[config.mk]
export PLATFORM = sky130hd
export DESIGN_NAME = txop_budget_tracker_unit
export DESIGN_NICKNAME = d
export VERILOG_FILES = /design/src/hdl/tbt_pkg.sv /design/src/hdl/tbt_cfg_regs.sv /design/src/hdl/tbt_engine.sv /design/src/hdl/txop_budget_tracker_unit.sv
export SDC_FILE = /design/constraint.sdc
export NUM_CORES = 1
export LEC_CHECK = 0
export BUFFER_PORTS_ARGS = -buffer_cell sky130_fd_sc_hd__clkbuf_2
export CORE_MARGIN = 10
export CORE_UTILIZATION = 50
export DETAILED_ROUTE_END_ITERATION = 6
export PLACE_DENSITY = 0.67
export SLEW_MARGIN = 20
export SYNTH_ARGS = -nofsm -noshare
export SYNTH_HDL_FRONTEND = slang
export SYNTH_SLANG_ARGS = --single-unit
[constraint.sdc]
create_clock -name aclk -period 13.8 [get_ports aclk]
set_input_delay 0 -clock aclk [delete_from_list [all_inputs] [get_ports aclk]]
set_output_delay 0 -clock aclk [all_outputs]
set_load 0.02 [all_outputs]
[src/hdl/tbt_pkg.sv]
// ----------------------------------------------------------------------------
// tbt_pkg: shared types and constants for the transmit opportunity tracker
// Holds the frame type codes, register indexes and the structs that travel
// between the configuration block, the accounting engine and the top level.
// ----------------------------------------------------------------------------
package tbt_pkg;

    localparam int TimeW   = 16;
    localparam int IfsW    = 10;
    localparam int AddrW   = 48;
    localparam int ExchW   = 18;
    localparam int BudgetW = 18;
    localparam int CmdW    = 2;
    localparam int RegIdxW = 2;
    localparam int CfgDataW = 16;

    localparam int InDataW  = 152;  // 146 bits of fields, padded to whole bytes
    localparam int OutDataW = 24;   // 20 bits of fields, padded to whole bytes

    localparam logic [ExchW-1:0] ExchMax = '1;
    localparam logic [IfsW-1:0]  SifsReset = 10'd16;
    localparam logic [IfsW-1:0]  AckReset  = 10'd44;

    // Frame type codes; code 3 is treated as unknown like code 2.
    typedef enum logic [CmdW-1:0] {
        CMD_DATA    = 2'd0,
        CMD_ACK     = 2'd1,
        CMD_UNKNOWN = 2'd2
    } cmd_t;

    // Configuration register indexes.
    typedef enum logic [RegIdxW-1:0] {
        REG_TXOP_LIMIT      = 2'd0,
        REG_SIFS_TIME       = 2'd1,
        REG_ACK_TIME        = 2'd2,
        REG_SINGLE_RECEIVER = 2'd3
    } reg_idx_t;

    // Live configuration plus the budget clear that a limit write causes.
    typedef struct packed {
        logic [TimeW-1:0] txop_limit;
        logic [IfsW-1:0]  sifs_time;
        logic [IfsW-1:0]  ack_time;
        logic             single_receiver;
        logic             limit_write;
    } cfg_t;

    // One input request.
    typedef struct packed {
        logic [CmdW-1:0]  cmd;
        logic [TimeW-1:0] frame_time;
        logic [AddrW-1:0] receiver_addr;
        logic [TimeW-1:0] next_time;
        logic [AddrW-1:0] next_receiver_addr;
        logic [ExchW-1:0] exchange_in;
    } item_t;

    // One result request.
    typedef struct packed {
        logic             continued;
        logic             closed;
        logic [ExchW-1:0] exchange_out;
        logic             bad_type;
    } result_t;

endpackage

[src/hdl/tbt_cfg_regs.sv]
// ----------------------------------------------------------------------------
// tbt_cfg_regs: configuration register file
// Write-only registers for the limit, interframe space, ack time and the
// single-receiver mode. A limit write is flagged in the cycle of the write,
// so the budget clears at the same edge as the new limit is stored.
// ----------------------------------------------------------------------------
module tbt_cfg_regs (
    input  logic                          aclk,
    input  logic                          aresetn,
    input  logic                          cfg_we,
    input  logic [tbt_pkg::RegIdxW-1:0]   cfg_addr,
    input  logic [tbt_pkg::CfgDataW-1:0]  cfg_wdata,
    output tbt_pkg::cfg_t                 cfg
);
    import tbt_pkg::*;

    logic [TimeW-1:0] limit_reg;
    logic [IfsW-1:0]  sifs_reg;
    logic [IfsW-1:0]  ack_reg;
    logic             single_reg;

    // Register writes, decoded by index.
    always_ff @(posedge aclk) begin
        if (!aresetn) begin
            limit_reg    <= '0;
            sifs_reg     <= SifsReset;
            ack_reg      <= AckReset;
            single_reg   <= 1'b0;
        end else begin
            if (cfg_we) begin
                unique case (reg_idx_t'(cfg_addr))
                    REG_TXOP_LIMIT:      limit_reg  <= cfg_wdata[TimeW-1:0];
                    REG_SIFS_TIME:       sifs_reg   <= cfg_wdata[IfsW-1:0];
                    REG_ACK_TIME:        ack_reg    <= cfg_wdata[IfsW-1:0];
                    REG_SINGLE_RECEIVER: single_reg <= cfg_wdata[0];
                    default: ;
                endcase
            end
        end
    end

    assign cfg.txop_limit      = limit_reg;
    assign cfg.sifs_time       = sifs_reg;
    assign cfg.ack_time        = ack_reg;
    assign cfg.single_receiver = single_reg;
    assign cfg.limit_write     = cfg_we && (reg_idx_t'(cfg_addr) == REG_TXOP_LIMIT);

endmodule

[src/hdl/tbt_engine.sv]
// ----------------------------------------------------------------------------
// tbt_engine: opportunity accounting
// Computes the result of one registered request and keeps the remaining
// budget and the latched receiver, updated when the request is consumed.
// ----------------------------------------------------------------------------
module tbt_engine (
    input  logic                          aclk,
    input  logic                          aresetn,
    input  tbt_pkg::cfg_t                 cfg,
    input  tbt_pkg::item_t                item,
    input  logic                          fire,
    output tbt_pkg::result_t              result,
    output logic [tbt_pkg::BudgetW-1:0]   budget
);
    import tbt_pkg::*;

    logic [BudgetW-1:0] budget_reg, budget_next;
    logic [AddrW-1:0]   held_reg, held_next;

    logic               is_data;
    logic               opening;
    logic [BudgetW-1:0] budget_start;
    logic [BudgetW-1:0] cost;
    logic [BudgetW-1:0] next_ex;
    logic [BudgetW-1:0] budget_left;
    logic [AddrW-1:0]   held_eff;
    logic               spent;
    logic               closing;
    logic [ExchW:0]     exch_sum;
    logic [ExchW-1:0]   exch_grown;

    // Budget arithmetic for a data frame.
    always_comb begin
        is_data      = (item.cmd == CMD_DATA);
        opening      = (budget_reg == '0);
        budget_start = opening ? {{(BudgetW-TimeW){1'b0}}, cfg.txop_limit} : budget_reg;
        cost         = {{(BudgetW-TimeW){1'b0}}, item.frame_time}
                     + {{(BudgetW-IfsW){1'b0}}, cfg.sifs_time}
                     + {{(BudgetW-IfsW){1'b0}}, cfg.ack_time};
        next_ex      = {{(BudgetW-IfsW-1){1'b0}}, cfg.sifs_time, 1'b0}
                     + {{(BudgetW-TimeW){1'b0}}, item.next_time}
                     + {{(BudgetW-IfsW){1'b0}}, cfg.ack_time};
        budget_left  = budget_start - cost;
        held_eff     = (opening && cfg.single_receiver) ? item.receiver_addr : held_reg;
        spent        = (budget_start <= cost);
        closing      = spent
                     || (item.next_time == '0)
                     || (cfg.single_receiver && (held_eff != item.next_receiver_addr))
                     || (budget_left < next_ex);
        exch_sum     = {1'b0, item.exchange_in} + {1'b0, next_ex[ExchW-1:0]};
        exch_grown   = exch_sum[ExchW] ? ExchMax : exch_sum[ExchW-1:0];
    end

    // Result fields by frame type.
    always_comb begin
        result.continued    = 1'b0;
        result.closed       = 1'b0;
        result.exchange_out = item.exchange_in;
        result.bad_type     = 1'b0;
        unique case (cmd_t'(item.cmd))
            CMD_DATA: begin
                result.continued = !opening;
                result.closed    = closing;
                if (!closing) begin
                    result.exchange_out = exch_grown;
                end
            end
            CMD_ACK: ;
            default: result.bad_type = 1'b1;
        endcase
    end

    // Next state: a limit write clears the budget, else a closing frame empties it.
    always_comb begin
        budget_next = budget_reg;
        held_next   = held_reg;
        if (cfg.limit_write) begin
            budget_next = '0;
        end else if (fire && is_data) begin
            budget_next = closing ? '0 : budget_left;
            if (opening && cfg.single_receiver) begin
                held_next = item.receiver_addr;
            end
        end
    end

    always_ff @(posedge aclk) begin
        if (!aresetn) begin
            budget_reg <= '0;
            held_reg   <= '0;
        end else begin
            budget_reg <= budget_next;
            held_reg   <= held_next;
        end
    end

    assign budget = budget_reg;

endmodule

[src/hdl/txop_budget_tracker_unit.sv]
// ----------------------------------------------------------------------------
// txop_budget_tracker_unit: transmit opportunity budget tracker
// Registers each frame request, runs the budget accounting on it and holds
// the result in an output register until the downstream side takes it.
//
//   channel  | direction | handshake         | payload
//   ---------+-----------+-------------------+------------------------------
//   s_       | in        | s_tvalid/s_tready | s_tdata frame, s_tuser cmd
//   m_       | out       | m_tvalid/m_tready | m_tdata result, m_tuser bad
//   cfg_     | in        | cfg_we            | cfg_addr, cfg_wdata
//
// A request is held in the input register and its result in the result
// register; one request per cycle is sustained while the output does not
// stall. The budget and receiver registers are updated as a request leaves
// the input register, so the next request sees them at once.
// Reset is synchronous; no clearing pass is needed. A stalled output holds
// its result while the input register still accepts one more request.
// ----------------------------------------------------------------------------
module txop_budget_tracker_unit (
    input  logic                          aclk,
    input  logic                          aresetn,
    input  logic                          s_tvalid,
    output logic                          s_tready,
    // frame_time, receiver_addr, next_time, next_receiver_addr, exchange_in
    input  logic [tbt_pkg::InDataW-1:0]   s_tdata,
    // cmd
    input  logic [tbt_pkg::CmdW-1:0]      s_tuser,
    output logic                          m_tvalid,
    input  logic                          m_tready,
    // continued, closed, exchange_out
    output logic [tbt_pkg::OutDataW-1:0]  m_tdata,
    // bad_type
    output logic                          m_tuser,
    input  logic                          cfg_we,
    input  logic [tbt_pkg::RegIdxW-1:0]   cfg_addr,
    input  logic [tbt_pkg::CfgDataW-1:0]  cfg_wdata
);
    import tbt_pkg::*;

    cfg_t               cfg;
    item_t              in_reg;
    logic               in_valid_reg;
    result_t            result;
    result_t            out_reg;
    logic               out_valid_reg;
    logic               advance;
    logic [BudgetW-1:0] budget;

    tbt_cfg_regs u_cfg (
        .aclk      (aclk),
        .aresetn   (aresetn),
        .cfg_we    (cfg_we),
        .cfg_addr  (cfg_addr),
        .cfg_wdata (cfg_wdata),
        .cfg       (cfg)
    );

    tbt_engine u_engine (
        .aclk    (aclk),
        .aresetn (aresetn),
        .cfg     (cfg),
        .item    (in_reg),
        .fire    (advance),
        .result  (result),
        .budget  (budget)
    );

    // The input register moves on whenever the output register is free or drains.
    assign advance  = in_valid_reg && (!out_valid_reg || m_tready);
    assign s_tready = !in_valid_reg || advance;

    // Input register.
    always_ff @(posedge aclk) begin
        if (!aresetn) begin
            in_valid_reg <= 1'b0;
        end else if (s_tready) begin
            in_valid_reg <= s_tvalid;
        end
    end

    always_ff @(posedge aclk) begin
        if (s_tvalid && s_tready) begin
            in_reg.cmd                <= s_tuser;
            in_reg.frame_time         <= s_tdata[15:0];
            in_reg.receiver_addr      <= s_tdata[63:16];
            in_reg.next_time          <= s_tdata[79:64];
            in_reg.next_receiver_addr <= s_tdata[127:80];
            in_reg.exchange_in        <= s_tdata[145:128];
        end
    end

    // Result register.
    always_ff @(posedge aclk) begin
        if (!aresetn) begin
            out_valid_reg <= 1'b0;
        end else if (advance) begin
            out_valid_reg <= 1'b1;
        end else if (m_tready) begin
            out_valid_reg <= 1'b0;
        end
    end

    always_ff @(posedge aclk) begin
        if (advance) begin
            out_reg <= result;
        end
    end

    assign m_tvalid = out_valid_reg;
    assign m_tdata  = {{(OutDataW-ExchW-2){1'b0}}, out_reg.exchange_out,
                       out_reg.closed, out_reg.continued};
    assign m_tuser  = out_reg.bad_type;

`ifndef SYNTH
    // An unknown frame never touches the opportunity.
    a_bad_clean: assert property (@(posedge aclk) disable iff (!aresetn)
        (m_tvalid && out_reg.bad_type) |-> (!out_reg.closed && !out_reg.continued))
        else $error("unknown frame reported as part of an opportunity");

    // A closing data frame leaves an empty budget.
    a_close_empties: assert property (@(posedge aclk) disable iff (!aresetn)
        (advance && (in_reg.cmd == CMD_DATA) && result.closed) |=> (budget == '0))
        else $error("budget not cleared after close");

    // The budget never exceeds the configured limit.
    a_budget_bound: assert property (@(posedge aclk) disable iff (!aresetn)
        budget <= {{(BudgetW-TimeW){1'b0}}, cfg.txop_limit})
        else $error("budget above limit");

    // A frame that opens an opportunity is not a continuation.
    a_open_not_cont: assert property (@(posedge aclk) disable iff (!aresetn)
        (advance && (budget == '0)) |=> !out_reg.continued)
        else $error("opening frame marked as continuation");
`endif

endmodule
==> metrics <==
FF-to-FF End u_engine.budget[7]; R2R depth 26; Worst setup SP type flop; DRC errors left 0; Worst setup EP type flop; initial antenna violation count 1; Final setup viols 0; Port Buf Inserts 193; initial core utilization 0.512; slowest CP cell o311ai_0; Final period util 0.546; R2R Setup Slk 6.27 ns; GR Overflow Total 0; top_reg_cell synth edfxtp_1; Worst Path Max Fanout 12; Data required, critical path 14.32 ns; first-pass GRT wire length roughly 63000 µm; Power Density 118 mW/mm²; Hold Path End u_cfg.sifs_reg[4]; clk_lat worst skew roughly 0.58 ns; Fin Setup TNS 0 ns; synthesized area per cell 10.6 µm²; Post-Synthesis Cells roughly 1.4k; share of layout cells above drive strength 1 0.161; status complete, no violations; die height 192 µm; filler cell count 2263; EDFF count, synth 169; WP buf/inv 1; Worst VDD drop 0.110 mV; critical path's most frequent cell ha_1; Tot GR Track Use 0.211; Std-Cell Rows 62; Post-synth ARST share 0; CP arrival 8.05 ns; Crit Path Category flop to flop; slowest stage delay, CP 0.60 ns; via count between 10k and 15k; Simple-Gate Fraction of Synth Area 0.134; CTS root buffer clkbuf_16; H-tree Lvls 1; P_leak approximately 7.8 nW; post-synthesis sequential area ratio 0.485; largest net degree at the start of global routing 89; # nets final 2050; CTS tree yes; vias in the first global route roughly 12k; DRT antenna net count 0; final RePlAce weighted congestion 0.897; Compound-Gate Fraction of Synth Area 0.158; Largest register FFs between 100 and 150; via density per instance 5.36; final hold violation count 0; hpwl dp 26900 µm; Fmax 133 MHz; largest family of logic cells by synthesized area compound AO/OA/AOI/OAI gates; Cell Area, Synth between 0.01 and 0.015 mm²; core area 0.0289 mm²; min-delay src aresetn; Hold WC Path Type primary input to flop; Area growth syn-to-layout 28.5%; max-slew violations 0; mux share of post-synthesis cell area 0.0292; DIE WIDTH between 150 and 200 µm; worst r2r src u_cfg.sifs_reg[1]; drt first pass iters 5; max_cap viols 0; #FFs+latches synth 274; pre-CTS setup slack roughly 6.4 ns; Adder-Cell Fraction of Synth Area 0.0867; cell depth of the worst hold path 3; worst setup slack after layout 6.27 ns; minimum clock period 7.53 ns; die area roughly 0.037 mm²; Crit path max-delay family compound AO/OA/AOI/OAI gates; worst clock skew 0.0198 ns; most common cell after layout, fill and taps aside nand2_1; Tightest Pin Transition 0.987 ns; most frequent cells in the layout nand2_1, clkbuf_2, dlygate4sd3_1; Rel. slew slack 0.325; Yosys Warn Count 0; # IOs about 200; clk sinks 274; CTS Buf Count 31; RSZ-0062 raised after global routing no; routed wire length 39500 µm; Synth cell types 72; Post-Synth XOR/XNOR Area 0.0781; DR iter-0 viols around 850; Bufs on Longest Clock Path 3; routed len/inst 18.1 µm; # Post-CTS Setup Buffers 0; clock transition at the registers of the reported paths 0.06 ns
[metal layers]
metal,up-vias,GRT usage,part of all wire
met5,-,0,0
met4,0,0.0641,0.029
met3,64,0.0386,0.050
met2,283,0.369,0.50
met1,5549,0.260,0.42
li1,5817,-,-
[per-stage QoR]
stage	hold slack (ns)	utilization	power (W)	std cells	area (µm²)
2_1_floorplan	0.0989	-	0.00126	1398	14800
4_1_cts	0.0467	0.657	0.00225	2182	19000
6_report	0.105	0.657	0.00223	2184	19000
5_1_grt	0.123	0.657	0.00234	2183	19000
3_5_place_dp	0.179	0.559	0.00137	1943	16200
3_3_place_gp	0.177	0.559	0.00136	1943	16200
[logic make-up after synthesis]
| group | Yosys count |
|---|---|
| flops | 274 |
| other cells | 2 |
| xor+xnor | 132 |
| compound gates | 330 |
| mux | 37 |
| simple gates | 415 |
| buf+inv | 104 |
| fa+ha+maj | 99 |
[worst min-delay path: cells and delay by family]
family	cells	cell delay [ns]
buffers and inverters	2	0.49
and+or+nand+nor	1	0.14
[worst max-delay path by stage]
| stage | slack (ns) | startpoint | end | cells past startpoint |
|---|---|---|---|---|
| after floorplan | 7.38 | u_cfg.sifs_reg[0] | u_engine.budget[14] | 30 |
| after global placement | 6.48 | u_cfg.sifs_reg[1] | u_engine.budget[11] | 26 |
| after detailed placement | 6.37 | u_cfg.sifs_reg[1] | u_engine.budget[16] | 26 |
| after CTS | 6.30 | u_cfg.sifs_reg[1] | u_engine.budget[7] | 26 |
| after global routing | 5.86 | u_cfg.sifs_reg[1] | u_engine.budget[7] | 26 |
| final | 6.27 | u_cfg.sifs_reg[1] | u_engine.budget[7] | 26 |
[final cells by class]
type / count / area, µm² / share of cell area
multi-input cells: 1020 / 7240 / 0.381
clock buffers: 42 / 857 / 0.0451
repair buffers: 384 / 2850 / 0.150
diodes: 1 / 2.50 / 0.000132
flip-flops and latches: 274 / 7180 / 0.377
clock inverters: 16 / 173 / 0.00908
well taps: 384 / 480 / 0.0253
inverters: 63 / 236 / 0.0124
[cell usage after synthesis, drive strengths merged, types with 6 or more instances]
cell    number  area (µm²)
buf          8        60.1
or4          6        48.8
nor2        61         229
ha          93        1160
a211oi      11        82.6
o21a        14         105
mux2i       18         180
edfxtp     169        5070
a21oi       47         235
and3         9        56.3
mux2        19         251
nand4       21         131
and2        11        68.8
nor3        17        85.1
a21boi      76         571
a31oi        8        50.1
a21o        42         315
fa           6         120
o21bai      10        75.1
o211ai       7        52.6
o21ai       36         180
o22ai       13        81.3
inv         63         236
nand3       28         153
nand2b      12        75.1
a22o        21         184
nand2      197         739
xnor2       98         858
nor2b       18         113
nor4        12        96.3
dfxtp      105        2100
clkbuf      33         124
xor2        34         298
[repair_timing]
item | 4_1_cts | 5_1_grt
resized for setup | 0 | 0
hold buffers | 181 | 0
endpoints found under the hold margin | 187 | 0
[where the power goes]
part           internal, W  leakage [nW]  total (W)  switching [W]
registers         0.000908          2.49   0.000933      0.0000247
logic             0.000218          4.85   0.000466       0.000248
clock network     0.000491         0.500   0.000835       0.000344
total              0.00162          7.84    0.00223       0.000617
(Power assumes the default switching activity.)
